$ cat src/rtl/core/i2r_pkg.sv
// ----------------------------------------------------------------------------
// i2r_pkg
// shared types, constants and helpers for the integer to radix digits unit
// ----------------------------------------------------------------------------
package i2r_pkg;

   localparam int MAX_RADIX     = 16;
   localparam int DIGIT_SLOTS   = 32;
   localparam int VALUE_W       = 32;
   localparam int CHAR_W        = 8;
   localparam int RADIX_W       = 5;
   localparam int DIGIT_W       = 4;
   localparam int ALPHA_W       = 64;
   localparam int SLOT_IDX_W    = $clog2(DIGIT_SLOTS);
   localparam int COUNT_W       = SLOT_IDX_W + 1;
   localparam int CSR_IDX_W     = 2;
   localparam int QUEUE_DEPTH   = 2;
   localparam int QUEUE_PTR_W   = $clog2(QUEUE_DEPTH);
   localparam int QUEUE_CNT_W   = QUEUE_PTR_W + 1;
   localparam int BYTE_STEPS    = VALUE_W / 8;
   localparam int STEP_W        = $clog2(BYTE_STEPS);

   localparam logic [CSR_IDX_W-1:0] CSR_RADIX      = 2'd0;
   localparam logic [CSR_IDX_W-1:0] CSR_ALPHA_LOW  = 2'd1;
   localparam logic [CSR_IDX_W-1:0] CSR_ALPHA_HIGH = 2'd2;

   localparam logic [RADIX_W-1:0] RADIX_RESET      = 5'd10;
   localparam logic [ALPHA_W-1:0] ALPHA_LOW_RESET  = 64'h3736353433323130;
   localparam logic [ALPHA_W-1:0] ALPHA_HIGH_RESET = 64'h0000000000003938;

   localparam logic [CHAR_W-1:0] CHAR_PLUS  = 8'h2b;
   localparam logic [CHAR_W-1:0] CHAR_MINUS = 8'h2d;
   localparam logic [CHAR_W-1:0] CHAR_NONE  = 8'h00;
   localparam logic [RADIX_W-1:0] MIN_RADIX = 5'd2;

   typedef struct packed {
      logic                bad;
      logic                neg;
      logic [VALUE_W-1:0]  mag;
   } job_type;

   typedef enum logic [2:0] {
      ST_IDLE,
      ST_DIVIDE,
      ST_ERROR,
      ST_SIGN,
      ST_EMIT
   } back_state_type;

   function automatic logic [CHAR_W-1:0] alpha_char(
      input logic [ALPHA_W-1:0] lo,
      input logic [ALPHA_W-1:0] hi,
      input logic [DIGIT_W-1:0] d
   );
      logic [5:0] sel;
      sel = {d[2:0], 3'b000};
      if (d[3]) begin
         alpha_char = hi[sel +: CHAR_W];
      end else begin
         alpha_char = lo[sel +: CHAR_W];
      end
   endfunction

endpackage

$ cat src/rtl/core/i2r_front.sv
// ----------------------------------------------------------------------------
// i2r_front
// takes requests, checks the configured base and forms the magnitude
// ----------------------------------------------------------------------------
module i2r_front
   import i2r_pkg::*;
(
   input  logic                       req_valid,
   output logic                       req_stall,
   input  logic signed [VALUE_W-1:0]  req_value,
   input  logic [RADIX_W-1:0]         radix,
   input  logic [ALPHA_W-1:0]         alpha_low,
   input  logic [ALPHA_W-1:0]         alpha_high,
   input  logic                       q_full,
   output logic                       q_push,
   output job_type                    q_job
);

   logic               base_ok;
   logic [VALUE_W-1:0] raw;

   always_comb begin
      logic [CHAR_W-1:0] ch [MAX_RADIX];
      logic              fail;
      fail = (radix < MIN_RADIX) || (radix > RADIX_W'(MAX_RADIX));
      for (int a = 0; a < MAX_RADIX; a++) begin
         ch[a] = alpha_char(alpha_low, alpha_high, DIGIT_W'(a));
      end
      for (int a = 0; a < MAX_RADIX; a++) begin
         if (RADIX_W'(a) < radix) begin
            if (ch[a] == CHAR_PLUS || ch[a] == CHAR_MINUS) begin
               fail = 1'b1;
            end
            for (int b = a + 1; b < MAX_RADIX; b++) begin
               if (RADIX_W'(b) < radix && ch[b] == ch[a]) begin
                  fail = 1'b1;
               end
            end
         end
      end
      base_ok = !fail;
   end

   assign raw       = req_value;
   assign req_stall = q_full;
   assign q_push    = req_valid && !q_full;
   assign q_job.bad = !base_ok;
   assign q_job.neg = raw[VALUE_W-1];
   assign q_job.mag = raw[VALUE_W-1] ? (VALUE_W'(0) - raw) : raw;

endmodule

$ cat src/rtl/core/i2r_queue.sv
// ----------------------------------------------------------------------------
// i2r_queue
// short fifo of classified requests between front and back
// ----------------------------------------------------------------------------
module i2r_queue
   import i2r_pkg::*;
(
   input  logic     clock,
   input  logic     reset,
   input  logic     push,
   input  job_type  push_job,
   output logic     full,
   input  logic     pop,
   output logic     not_empty,
   output job_type  head_job
);

   job_type                 slot_ff [QUEUE_DEPTH];
   logic [QUEUE_PTR_W-1:0]  wr_ptr_ff, wr_ptr_in;
   logic [QUEUE_PTR_W-1:0]  rd_ptr_ff, rd_ptr_in;
   logic [QUEUE_CNT_W-1:0]  fill_ff, fill_in;

   assign full      = (fill_ff == QUEUE_CNT_W'(QUEUE_DEPTH));
   assign not_empty = (fill_ff != '0);
   assign head_job  = slot_ff[rd_ptr_ff];

   always_comb begin
      wr_ptr_in = push ? wr_ptr_ff + 1'b1 : wr_ptr_ff;
      rd_ptr_in = pop  ? rd_ptr_ff + 1'b1 : rd_ptr_ff;
      fill_in   = fill_ff + QUEUE_CNT_W'(push) - QUEUE_CNT_W'(pop);
   end

   always_ff @(posedge clock) begin
      if (reset) begin
         wr_ptr_ff <= '0;
         rd_ptr_ff <= '0;
         fill_ff   <= '0;
      end else begin
         wr_ptr_ff <= wr_ptr_in;
         rd_ptr_ff <= rd_ptr_in;
         fill_ff   <= fill_in;
      end
   end

   always_ff @(posedge clock) begin
      if (push) begin
         slot_ff[wr_ptr_ff] <= push_job;
      end
   end

   a_fill_bound: assert property (@(posedge clock) disable iff (reset)
      fill_ff <= QUEUE_CNT_W'(QUEUE_DEPTH))
      else $error("queue fill above depth");

   a_pop_nonempty: assert property (@(posedge clock) disable iff (reset)
      pop |-> not_empty)
      else $error("pop from empty queue");

endmodule

$ cat src/rtl/core/i2r_back.sv
// ----------------------------------------------------------------------------
// i2r_back
// divides the magnitude down to digits, then emits sign and characters, or flags a bad base
// ----------------------------------------------------------------------------
module i2r_back
   import i2r_pkg::*;
(
   input  logic                 clock,
   input  logic                 reset,
   input  logic [RADIX_W-1:0]   radix,
   input  logic [ALPHA_W-1:0]   alpha_low,
   input  logic [ALPHA_W-1:0]   alpha_high,
   input  logic                 q_not_empty,
   input  job_type              q_job,
   output logic                 q_pop,
   output logic                 rsp_valid,
   input  logic                 rsp_stall,
   output logic [CHAR_W-1:0]    rsp_char_out,
   output logic                 rsp_is_last,
   output logic                 rsp_bad_base
);

   back_state_type             state_ff, state_in;
   logic [VALUE_W-1:0]         mag_ff, mag_in;
   logic [VALUE_W-1:0]         quot_ff, quot_in;
   logic [DIGIT_W-1:0]         rem_ff, rem_in;
   logic [STEP_W-1:0]          step_ff, step_in;
   logic [COUNT_W-1:0]         count_ff, count_in;
   logic                       neg_ff, neg_in;
   logic [DIGIT_W-1:0]         digit_store_ff [DIGIT_SLOTS];

   logic                       rsp_valid_ff, rsp_valid_in;
   logic [CHAR_W-1:0]          rsp_char_ff, rsp_char_in;
   logic                       rsp_last_ff, rsp_last_in;
   logic                       rsp_bad_ff, rsp_bad_in;

   logic                       out_free;
   logic                       load_out;
   logic                       last_step;
   logic                       div_done;
   logic                       store_write;
   logic [DIGIT_W-1:0]         rem_new;
   logic [7:0]                 qbits;
   logic [VALUE_W-1:0]         quot_full;
   logic [COUNT_W-1:0]         idx_wide;
   logic [SLOT_IDX_W-1:0]      emit_idx;
   logic [DIGIT_W-1:0]         emit_digit;

   // one byte of long division per cycle
   always_comb begin
      logic [RADIX_W-1:0] part;
      logic [DIGIT_W-1:0] r;
      r = (step_ff == '0) ? '0 : rem_ff;
      qbits = '0;
      for (int i = 0; i < 8; i++) begin
         part = {r, mag_ff[VALUE_W-1-i]};
         if (part >= radix) begin
            qbits[7-i] = 1'b1;
            part       = part - radix;
         end
         r = part[DIGIT_W-1:0];
      end
      rem_new = r;
   end

   assign quot_full  = {quot_ff[VALUE_W-9:0], qbits};
   assign last_step  = (step_ff == STEP_W'(BYTE_STEPS - 1));
   assign div_done   = (quot_full == '0) || (count_ff == COUNT_W'(DIGIT_SLOTS - 1));
   assign out_free   = !rsp_valid_ff || !rsp_stall;
   assign idx_wide   = count_ff - COUNT_W'(1);
   assign emit_idx   = idx_wide[SLOT_IDX_W-1:0];
   assign emit_digit = digit_store_ff[emit_idx];

   // next state
   always_comb begin
      state_in = state_ff;
      unique case (state_ff)
         ST_IDLE: begin
            if (q_not_empty) begin
               state_in = q_job.bad ? ST_ERROR : ST_DIVIDE;
            end
         end
         ST_DIVIDE: begin
            if (last_step && div_done) begin
               state_in = neg_ff ? ST_SIGN : ST_EMIT;
            end
         end
         ST_ERROR: begin
            if (out_free) begin
               state_in = ST_IDLE;
            end
         end
         ST_SIGN: begin
            if (out_free) begin
               state_in = ST_EMIT;
            end
         end
         ST_EMIT: begin
            if (out_free && count_ff == COUNT_W'(1)) begin
               state_in = ST_IDLE;
            end
         end
         default: state_in = ST_IDLE;
      endcase
   end

   // datapath and output controls
   always_comb begin
      q_pop       = 1'b0;
      load_out    = 1'b0;
      store_write = 1'b0;
      mag_in      = mag_ff;
      quot_in     = quot_ff;
      rem_in      = rem_ff;
      step_in     = step_ff;
      count_in    = count_ff;
      neg_in      = neg_ff;
      rsp_char_in = CHAR_NONE;
      rsp_last_in = 1'b0;
      rsp_bad_in  = 1'b0;
      unique case (state_ff)
         ST_IDLE: begin
            if (q_not_empty) begin
               q_pop    = 1'b1;
               mag_in   = q_job.mag;
               neg_in   = q_job.neg;
               count_in = '0;
               step_in  = '0;
            end
         end
         ST_DIVIDE: begin
            rem_in  = rem_new;
            step_in = step_ff + 1'b1;
            if (last_step) begin
               store_write = 1'b1;
               mag_in      = quot_full;
               count_in    = count_ff + 1'b1;
            end else begin
               mag_in  = {mag_ff[VALUE_W-9:0], 8'h00};
               quot_in = quot_full;
            end
         end
         ST_ERROR: begin
            load_out    = out_free;
            rsp_last_in = 1'b1;
            rsp_bad_in  = 1'b1;
         end
         ST_SIGN: begin
            load_out    = out_free;
            rsp_char_in = CHAR_MINUS;
         end
         ST_EMIT: begin
            load_out    = out_free;
            rsp_char_in = alpha_char(alpha_low, alpha_high, emit_digit);
            rsp_last_in = (count_ff == COUNT_W'(1));
            if (out_free) begin
               count_in = count_ff - 1'b1;
            end
         end
         default: begin
         end
      endcase
      rsp_valid_in = load_out || (rsp_valid_ff && rsp_stall);
   end

   always_ff @(posedge clock) begin
      if (reset) begin
         state_ff     <= ST_IDLE;
         count_ff     <= '0;
         step_ff      <= '0;
         rsp_valid_ff <= 1'b0;
         mag_ff       <= '0;
      end else begin
         state_ff     <= state_in;
         count_ff     <= count_in;
         step_ff      <= step_in;
         rsp_valid_ff <= rsp_valid_in;
         mag_ff       <= mag_in;
      end
   end

   always_ff @(posedge clock) begin
      quot_ff <= quot_in;
      rem_ff  <= rem_in;
      neg_ff  <= neg_in;
      if (load_out) begin
         rsp_char_ff <= rsp_char_in;
         rsp_last_ff <= rsp_last_in;
         rsp_bad_ff  <= rsp_bad_in;
      end
      if (store_write) begin
         digit_store_ff[count_ff[SLOT_IDX_W-1:0]] <= rem_new;
      end
   end

   assign rsp_valid    = rsp_valid_ff;
   assign rsp_char_out = rsp_char_ff;
   assign rsp_is_last  = rsp_last_ff;
   assign rsp_bad_base = rsp_bad_ff;

   a_count_bound: assert property (@(posedge clock) disable iff (reset)
      count_ff <= COUNT_W'(DIGIT_SLOTS))
      else $error("digit count above slot count");

   a_emit_has_digit: assert property (@(posedge clock) disable iff (reset)
      (state_ff == ST_EMIT || state_ff == ST_SIGN) |-> count_ff != '0)
      else $error("emitting with no digits");

   a_error_shape: assert property (@(posedge clock) disable iff (reset)
      (rsp_valid_ff && rsp_bad_ff) |-> (rsp_last_ff && rsp_char_ff == CHAR_NONE))
      else $error("malformed error result");

endmodule

$ cat src/rtl/core/integer_to_radix_digits_unit.sv
// ----------------------------------------------------------------------------
// integer_to_radix_digits_unit
// signed 32-bit value to digit characters in a configurable base
//
//   channel   dir   handshake            payload
//   req_      in    req_valid/stall      req_value
//   rsp_      out   rsp_valid/stall      rsp_char_out, rsp_is_last, rsp_bad_base
//   csr_      in    csr_write            csr_index, csr_data
//
// the divider in the back end retires one byte of the magnitude per cycle and
// yields one digit per pass over the magnitude; the digits are then emitted,
// after a minus sign for a negative value. an invalid base gives one error result.
// reset loads the default base ten alphabet and empties the two-entry queue.
// rsp_stall holds the output register; the front keeps taking requests until
// the queue is full.
// ----------------------------------------------------------------------------
module integer_to_radix_digits_unit
   import i2r_pkg::*;
(
   input  logic                       clock,
   input  logic                       reset,
   input  logic                       req_valid,
   output logic                       req_stall,
   input  logic signed [VALUE_W-1:0]  req_value,
   output logic                       rsp_valid,
   input  logic                       rsp_stall,
   output logic [CHAR_W-1:0]          rsp_char_out,
   output logic                       rsp_is_last,
   output logic                       rsp_bad_base,
   input  logic                       csr_write,
   input  logic [CSR_IDX_W-1:0]       csr_index,
   input  logic [ALPHA_W-1:0]         csr_data
);

   logic [RADIX_W-1:0] radix_ff, radix_in;
   logic [ALPHA_W-1:0] alpha_low_ff, alpha_low_in;
   logic [ALPHA_W-1:0] alpha_high_ff, alpha_high_in;

   logic     q_push;
   logic     q_full;
   logic     q_pop;
   logic     q_not_empty;
   job_type  front_job;
   job_type  head_job;

   always_comb begin
      radix_in      = radix_ff;
      alpha_low_in  = alpha_low_ff;
      alpha_high_in = alpha_high_ff;
      if (csr_write) begin
         unique case (csr_index)
            CSR_RADIX:      radix_in      = csr_data[RADIX_W-1:0];
            CSR_ALPHA_LOW:  alpha_low_in  = csr_data;
            CSR_ALPHA_HIGH: alpha_high_in = csr_data;
            default: begin
            end
         endcase
      end
   end

   always_ff @(posedge clock) begin
      if (reset) begin
         radix_ff      <= RADIX_RESET;
         alpha_low_ff  <= ALPHA_LOW_RESET;
         alpha_high_ff <= ALPHA_HIGH_RESET;
      end else begin
         radix_ff      <= radix_in;
         alpha_low_ff  <= alpha_low_in;
         alpha_high_ff <= alpha_high_in;
      end
   end

   i2r_front u_front (
      .req_valid  (req_valid),
      .req_stall  (req_stall),
      .req_value  (req_value),
      .radix      (radix_ff),
      .alpha_low  (alpha_low_ff),
      .alpha_high (alpha_high_ff),
      .q_full     (q_full),
      .q_push     (q_push),
      .q_job      (front_job)
   );

   i2r_queue u_queue (
      .clock     (clock),
      .reset     (reset),
      .push      (q_push),
      .push_job  (front_job),
      .full      (q_full),
      .pop       (q_pop),
      .not_empty (q_not_empty),
      .head_job  (head_job)
   );

   i2r_back u_back (
      .clock        (clock),
      .reset        (reset),
      .radix        (radix_ff),
      .alpha_low    (alpha_low_ff),
      .alpha_high   (alpha_high_ff),
      .q_not_empty  (q_not_empty),
      .q_job        (head_job),
      .q_pop        (q_pop),
      .rsp_valid    (rsp_valid),
      .rsp_stall    (rsp_stall),
      .rsp_char_out (rsp_char_out),
      .rsp_is_last  (rsp_is_last),
      .rsp_bad_base (rsp_bad_base)
   );

endmodule
$ cat config.mk
export PLATFORM = sky130hd
export DESIGN_NAME = integer_to_radix_digits_unit
export DESIGN_NICKNAME = d
export VERILOG_FILES = /design/src/rtl/core/i2r_pkg.sv /design/src/rtl/core/i2r_front.sv /design/src/rtl/core/i2r_queue.sv /design/src/rtl/core/i2r_back.sv /design/src/rtl/core/integer_to_radix_digits_unit.sv
export SDC_FILE = /design/constraint.sdc
export NUM_CORES = 2
export LEC_CHECK = 0
export BUFFER_PORTS_ARGS = -buffer_cell sky130_fd_sc_hd__buf_2
export CORE_MARGIN = 3
export CORE_UTILIZATION = 58
export DETAILED_ROUTE_END_ITERATION = 12
export PLACE_DENSITY = 0.78
export RECOVER_POWER = 100
export SYNTH_ARGS = -nofsm -noshare
export SYNTH_HDL_FRONTEND = slang
export SYNTH_SLANG_ARGS = --single-unit
$ cat constraint.sdc
create_clock -name clock -period 12.6 [get_ports clock]
set_input_delay 0.63 -clock clock [delete_from_list [all_inputs] [get_ports clock]]
set_output_delay 0.63 -clock clock [all_outputs]
set_load 0.01 [all_outputs]
==> metrics.csv <==
metric,value,unit
total count of max-transition violations in the final report,263,
post-synthesis register bit count,417,
clock transition at the register clock pins on the worst setup and hold paths after CTS,0.06,ns
worst-path fanout max,6,
DR vias/cell,6.62,
Fin. Hold Viols,0,
CORE AREA,0.0542,mm^2
clock tree from TritonCTS,yes,
final worst clock skew,0.0185,ns
global-route wire length before repair,162000,um
clock tree buffer depth,3,
Pre-antenna DRT Iters,5,
netlist area before placement,0.0321,mm^2
end of the worst hold path,alpha_low_ff[36]$_SDFFE_PP1P_,
number of enable-type register cells in the synthesized netlist,235,
Vias,27900,
met1 routed wirelength after detailed routing,39000,um
smallest hold slack,0.245,ns
PnR worst setup slack,0.0674,ns
Worst Setup Slack post-DPL,-0.430,ns
end of the worst register-to-register path,u_back.state_ff[0]$_SDFFE_PP0P_,
hold path depth,3,
hold crit path type,in2reg,
weighted congestion at the end of routability-driven global placement,1.06,
CP startpoint kind,register,
via count of the first global-routing pass,26800,
fin nets,3645,
cell types occupying the most area after synthesis,"edfxtp_1 22%, xnor2_1 19%, dfxtp_1 11%",
arrival time at the worst endpoint,12.98,ns
pin count of the biggest net entering global routing,94,
remaining antenna violation count,0,
H-tree depth,2,
remaining design rule violation count,0,
proportion of synthesized chip area in sequential cells,33.3,%
fraction of layout cells with a size suffix above 1,13.9,%
Worst Hold Launch,csr_data[36],
"Period Utilization, post-route",99.5,%
most instantiated cells after synthesis,"699 x xnor2_1, 340 x nand2_1, 318 x xor2_1, 235 x edfxtp_1, 182 x dfxtp_1",
post-synth net total,3665,
top-count cell post-synth,xnor2_1,
per-cell routed wire length,26.1,um
Critical-path top delay cell,or4b_4,
minimum clock period after layout,12.53,ns
met2 routed wirelength,47500,um
sort of element at the end of the critical path,register,
maximum clock frequency,79.8,MHz
Total Routed Length,110000,um
asr flop ratio synth,0,%
setup repair after global routing missed its margin,yes,
detailed placement HPWL,66400,um
Slew @ Worst Pin,3.47,ns
RR Startpoint,u_back.step_ff[1]$_SDFFE_PP0P_,
internal reg-to-reg setup slack,0.07,ns
area overhead of the layout relative to synthesis,9.94,%
antenna violations before repair,3,
Setup Crit Path Kind,reg2reg,
width of the chip,241,um
most area-hungry cell type in the Yosys netlist,edfxtp_1,
area enclosed by the die boundary,0.0582,mm^2
Inserted Clock Buffers,45,
global-route total usage across every layer,36.9,%
overflow left after global routing,0,
number of hold buffers added after cts,0,
row cnt,85,
Synth Instances,3504,
area share of the largest cell type after synthesis,22.0,%
mean instance size in the synthesized netlist,9.16,um^2
failing checks,"capacitance limit, slew limit",
source-to-sink clock delay at the later pin of the worst-skew pair,0.61,ns
number of library cell types mapped by synthesis,79,
status,"complete, but fails checks",
top routing layer in use,met5,
final setup vio count,0,
CTS sink count,417,
Worst EP required,13.05,ns
total of max-cap violations,6,
Critical Path Max Stage Delay,0.48,ns
Relative slew margins,-131,%
count of input and output buffers,114,
height of the chip,241,um
number of DRC markers after the initial detailed-route iteration,3739,
synth warn,0,
starting density of the core,59.2,%
Ports,115,
CTS Root Buffer Type,clkbuf_16,
number of cells on the worst reg-to-reg path,68,
met3 WL post-DR,14900,um
main flop type after synthesis,edfxtp_1,
Total Neg Setup Slack,0,ns
==> worst max-delay path by stage <==
stage / start / endpoint
2_1_floorplan: u_back.step_ff[1]$_SDFFE_PP0P_ / u_back.digit_store_ff[0][0]$_DFFE_PP_
3_3_place_gp: u_back.step_ff[1]$_SDFFE_PP0P_ / u_back.state_ff[2]$_SDFFE_PP0P_
3_5_place_dp: u_back.step_ff[1]$_SDFFE_PP0P_ / u_back.state_ff[0]$_SDFFE_PP0P_
4_1_cts: u_back.step_ff[1]$_SDFFE_PP0P_ / u_back.state_ff[2]$_SDFFE_PP0P_
5_1_grt: u_back.step_ff[1]$_SDFFE_PP0P_ / u_back.state_ff[2]$_SDFFE_PP0P_
6_report: u_back.step_ff[1]$_SDFFE_PP0P_ / u_back.state_ff[0]$_SDFFE_PP0P_
==> critical path: cells and delay by family (launching register included) <==
kind	cells	cell delay [ns]
buffers and inverters	7	0.56
and+or+nand+nor	17	2.74
muxes	5	1.46
AOI/OAI and AO/OA	30	5.23
adders and majority gates	9	1.96
DFF	1	0.35
==> through the flow <==
stage,util [%],instances,instance area [um^2]
final,65.1,4218,35300
after global routing,65.0,4215,35300
after CTS,64.3,4195,34900
after detailed placement,61.5,4110,33400
after global placement,61.5,4110,33400
after floorplan,-,3504,32300
==> cells in the final DEF, fill, tap and decap left out, types with 10 or more instances in the layout <==
cell	count
ha_1	36
mux2_2	19
ha_4	14
dfxtp_1	178
a31oi_1	24
nand3b_1	44
nor4_1	104
nand2_1	338
mux4_2	31
nor2_1	139
inv_2	11
clkbuf_16	45
a211oi_1	38
o21ai_1	15
nand4b_1	10
xnor2_1	699
nor3_1	79
o211ai_1	10
nand3_1	62
o21ai_0	26
inv_1	36
o31ai_1	11
buf_2	98
clkbuf_1	36
mux2i_1	107
or3_1	10
nand4_1	173
buf_4	189
a21oi_1	162
nand2b_1	14
xor2_1	318
edfxtp_1	235
==> final cells by class <==
class | instances | area, um^2
Antenna cell | 3 | 7.51
Fill cell | 4383 | 19000
Multi-Input combinational cell | 2660 | 20000
Inverter | 49 | 186
Sequential cell | 417 | 10700
Clock inverter | 17 | 209
Clock buffer | 65 | 1250
Tap cell | 696 | 871
Timing Repair Buffer | 311 | 2020
==> logic make-up (layout without fill, tap and decap cells) <==
group / count (synthesis) / after routing / share of synthesized area [%]
AO/OA/AOI/OAI: 362 / 362 / 6.84
XOR/XNOR: 1020 / 1020 / 27.9
adder cells (fa/ha/maj): 58 / 58 / 2.45
buffers and inverters: 427 / 442 / 5.57
flip-flops: 417 / 417 / 33.3
multiplexers: 182 / 182 / 7.50
other: 0 / 3 / 0
AND/OR/NAND/NOR: 1038 / 1038 / 16.4
==> routing by layer <==
layer  GRT usage, %  vias up
li1               -    12100
met1           45.2    13200
met2           55.7     2044
met3           12.4      675
met4           24.0        2
met5              0        -
==> what timing repair did <==
action	CTS	global route
setup endpoints to repair	69	135
pin swaps	16	38
endpoints found under the hold margin	0	0
gates resized for setup	8	50
cloned	0	0
setup buffers	3	20
==> registers in the layout, summed over array words and instances, names as in the netlist, 2 cells and up, named ones only <==
register	cells
alpha_high_ff	64
alpha_low_ff	64
radix_ff	5
u_back.count_ff	6
u_back.digit_store_ff	128
u_back.mag_ff	32
u_back.quot_ff	24
u_back.rem_ff	4
u_back.rsp_char_out	8
u_back.state_ff	3
u_back.step_ff	2
u_queue.fill_ff	2
u_queue.slot_ff	68
Power is left out: the tool's default activity adds up to more than one toggle a clock period on the data nets, which glitch-free logic cannot reach.
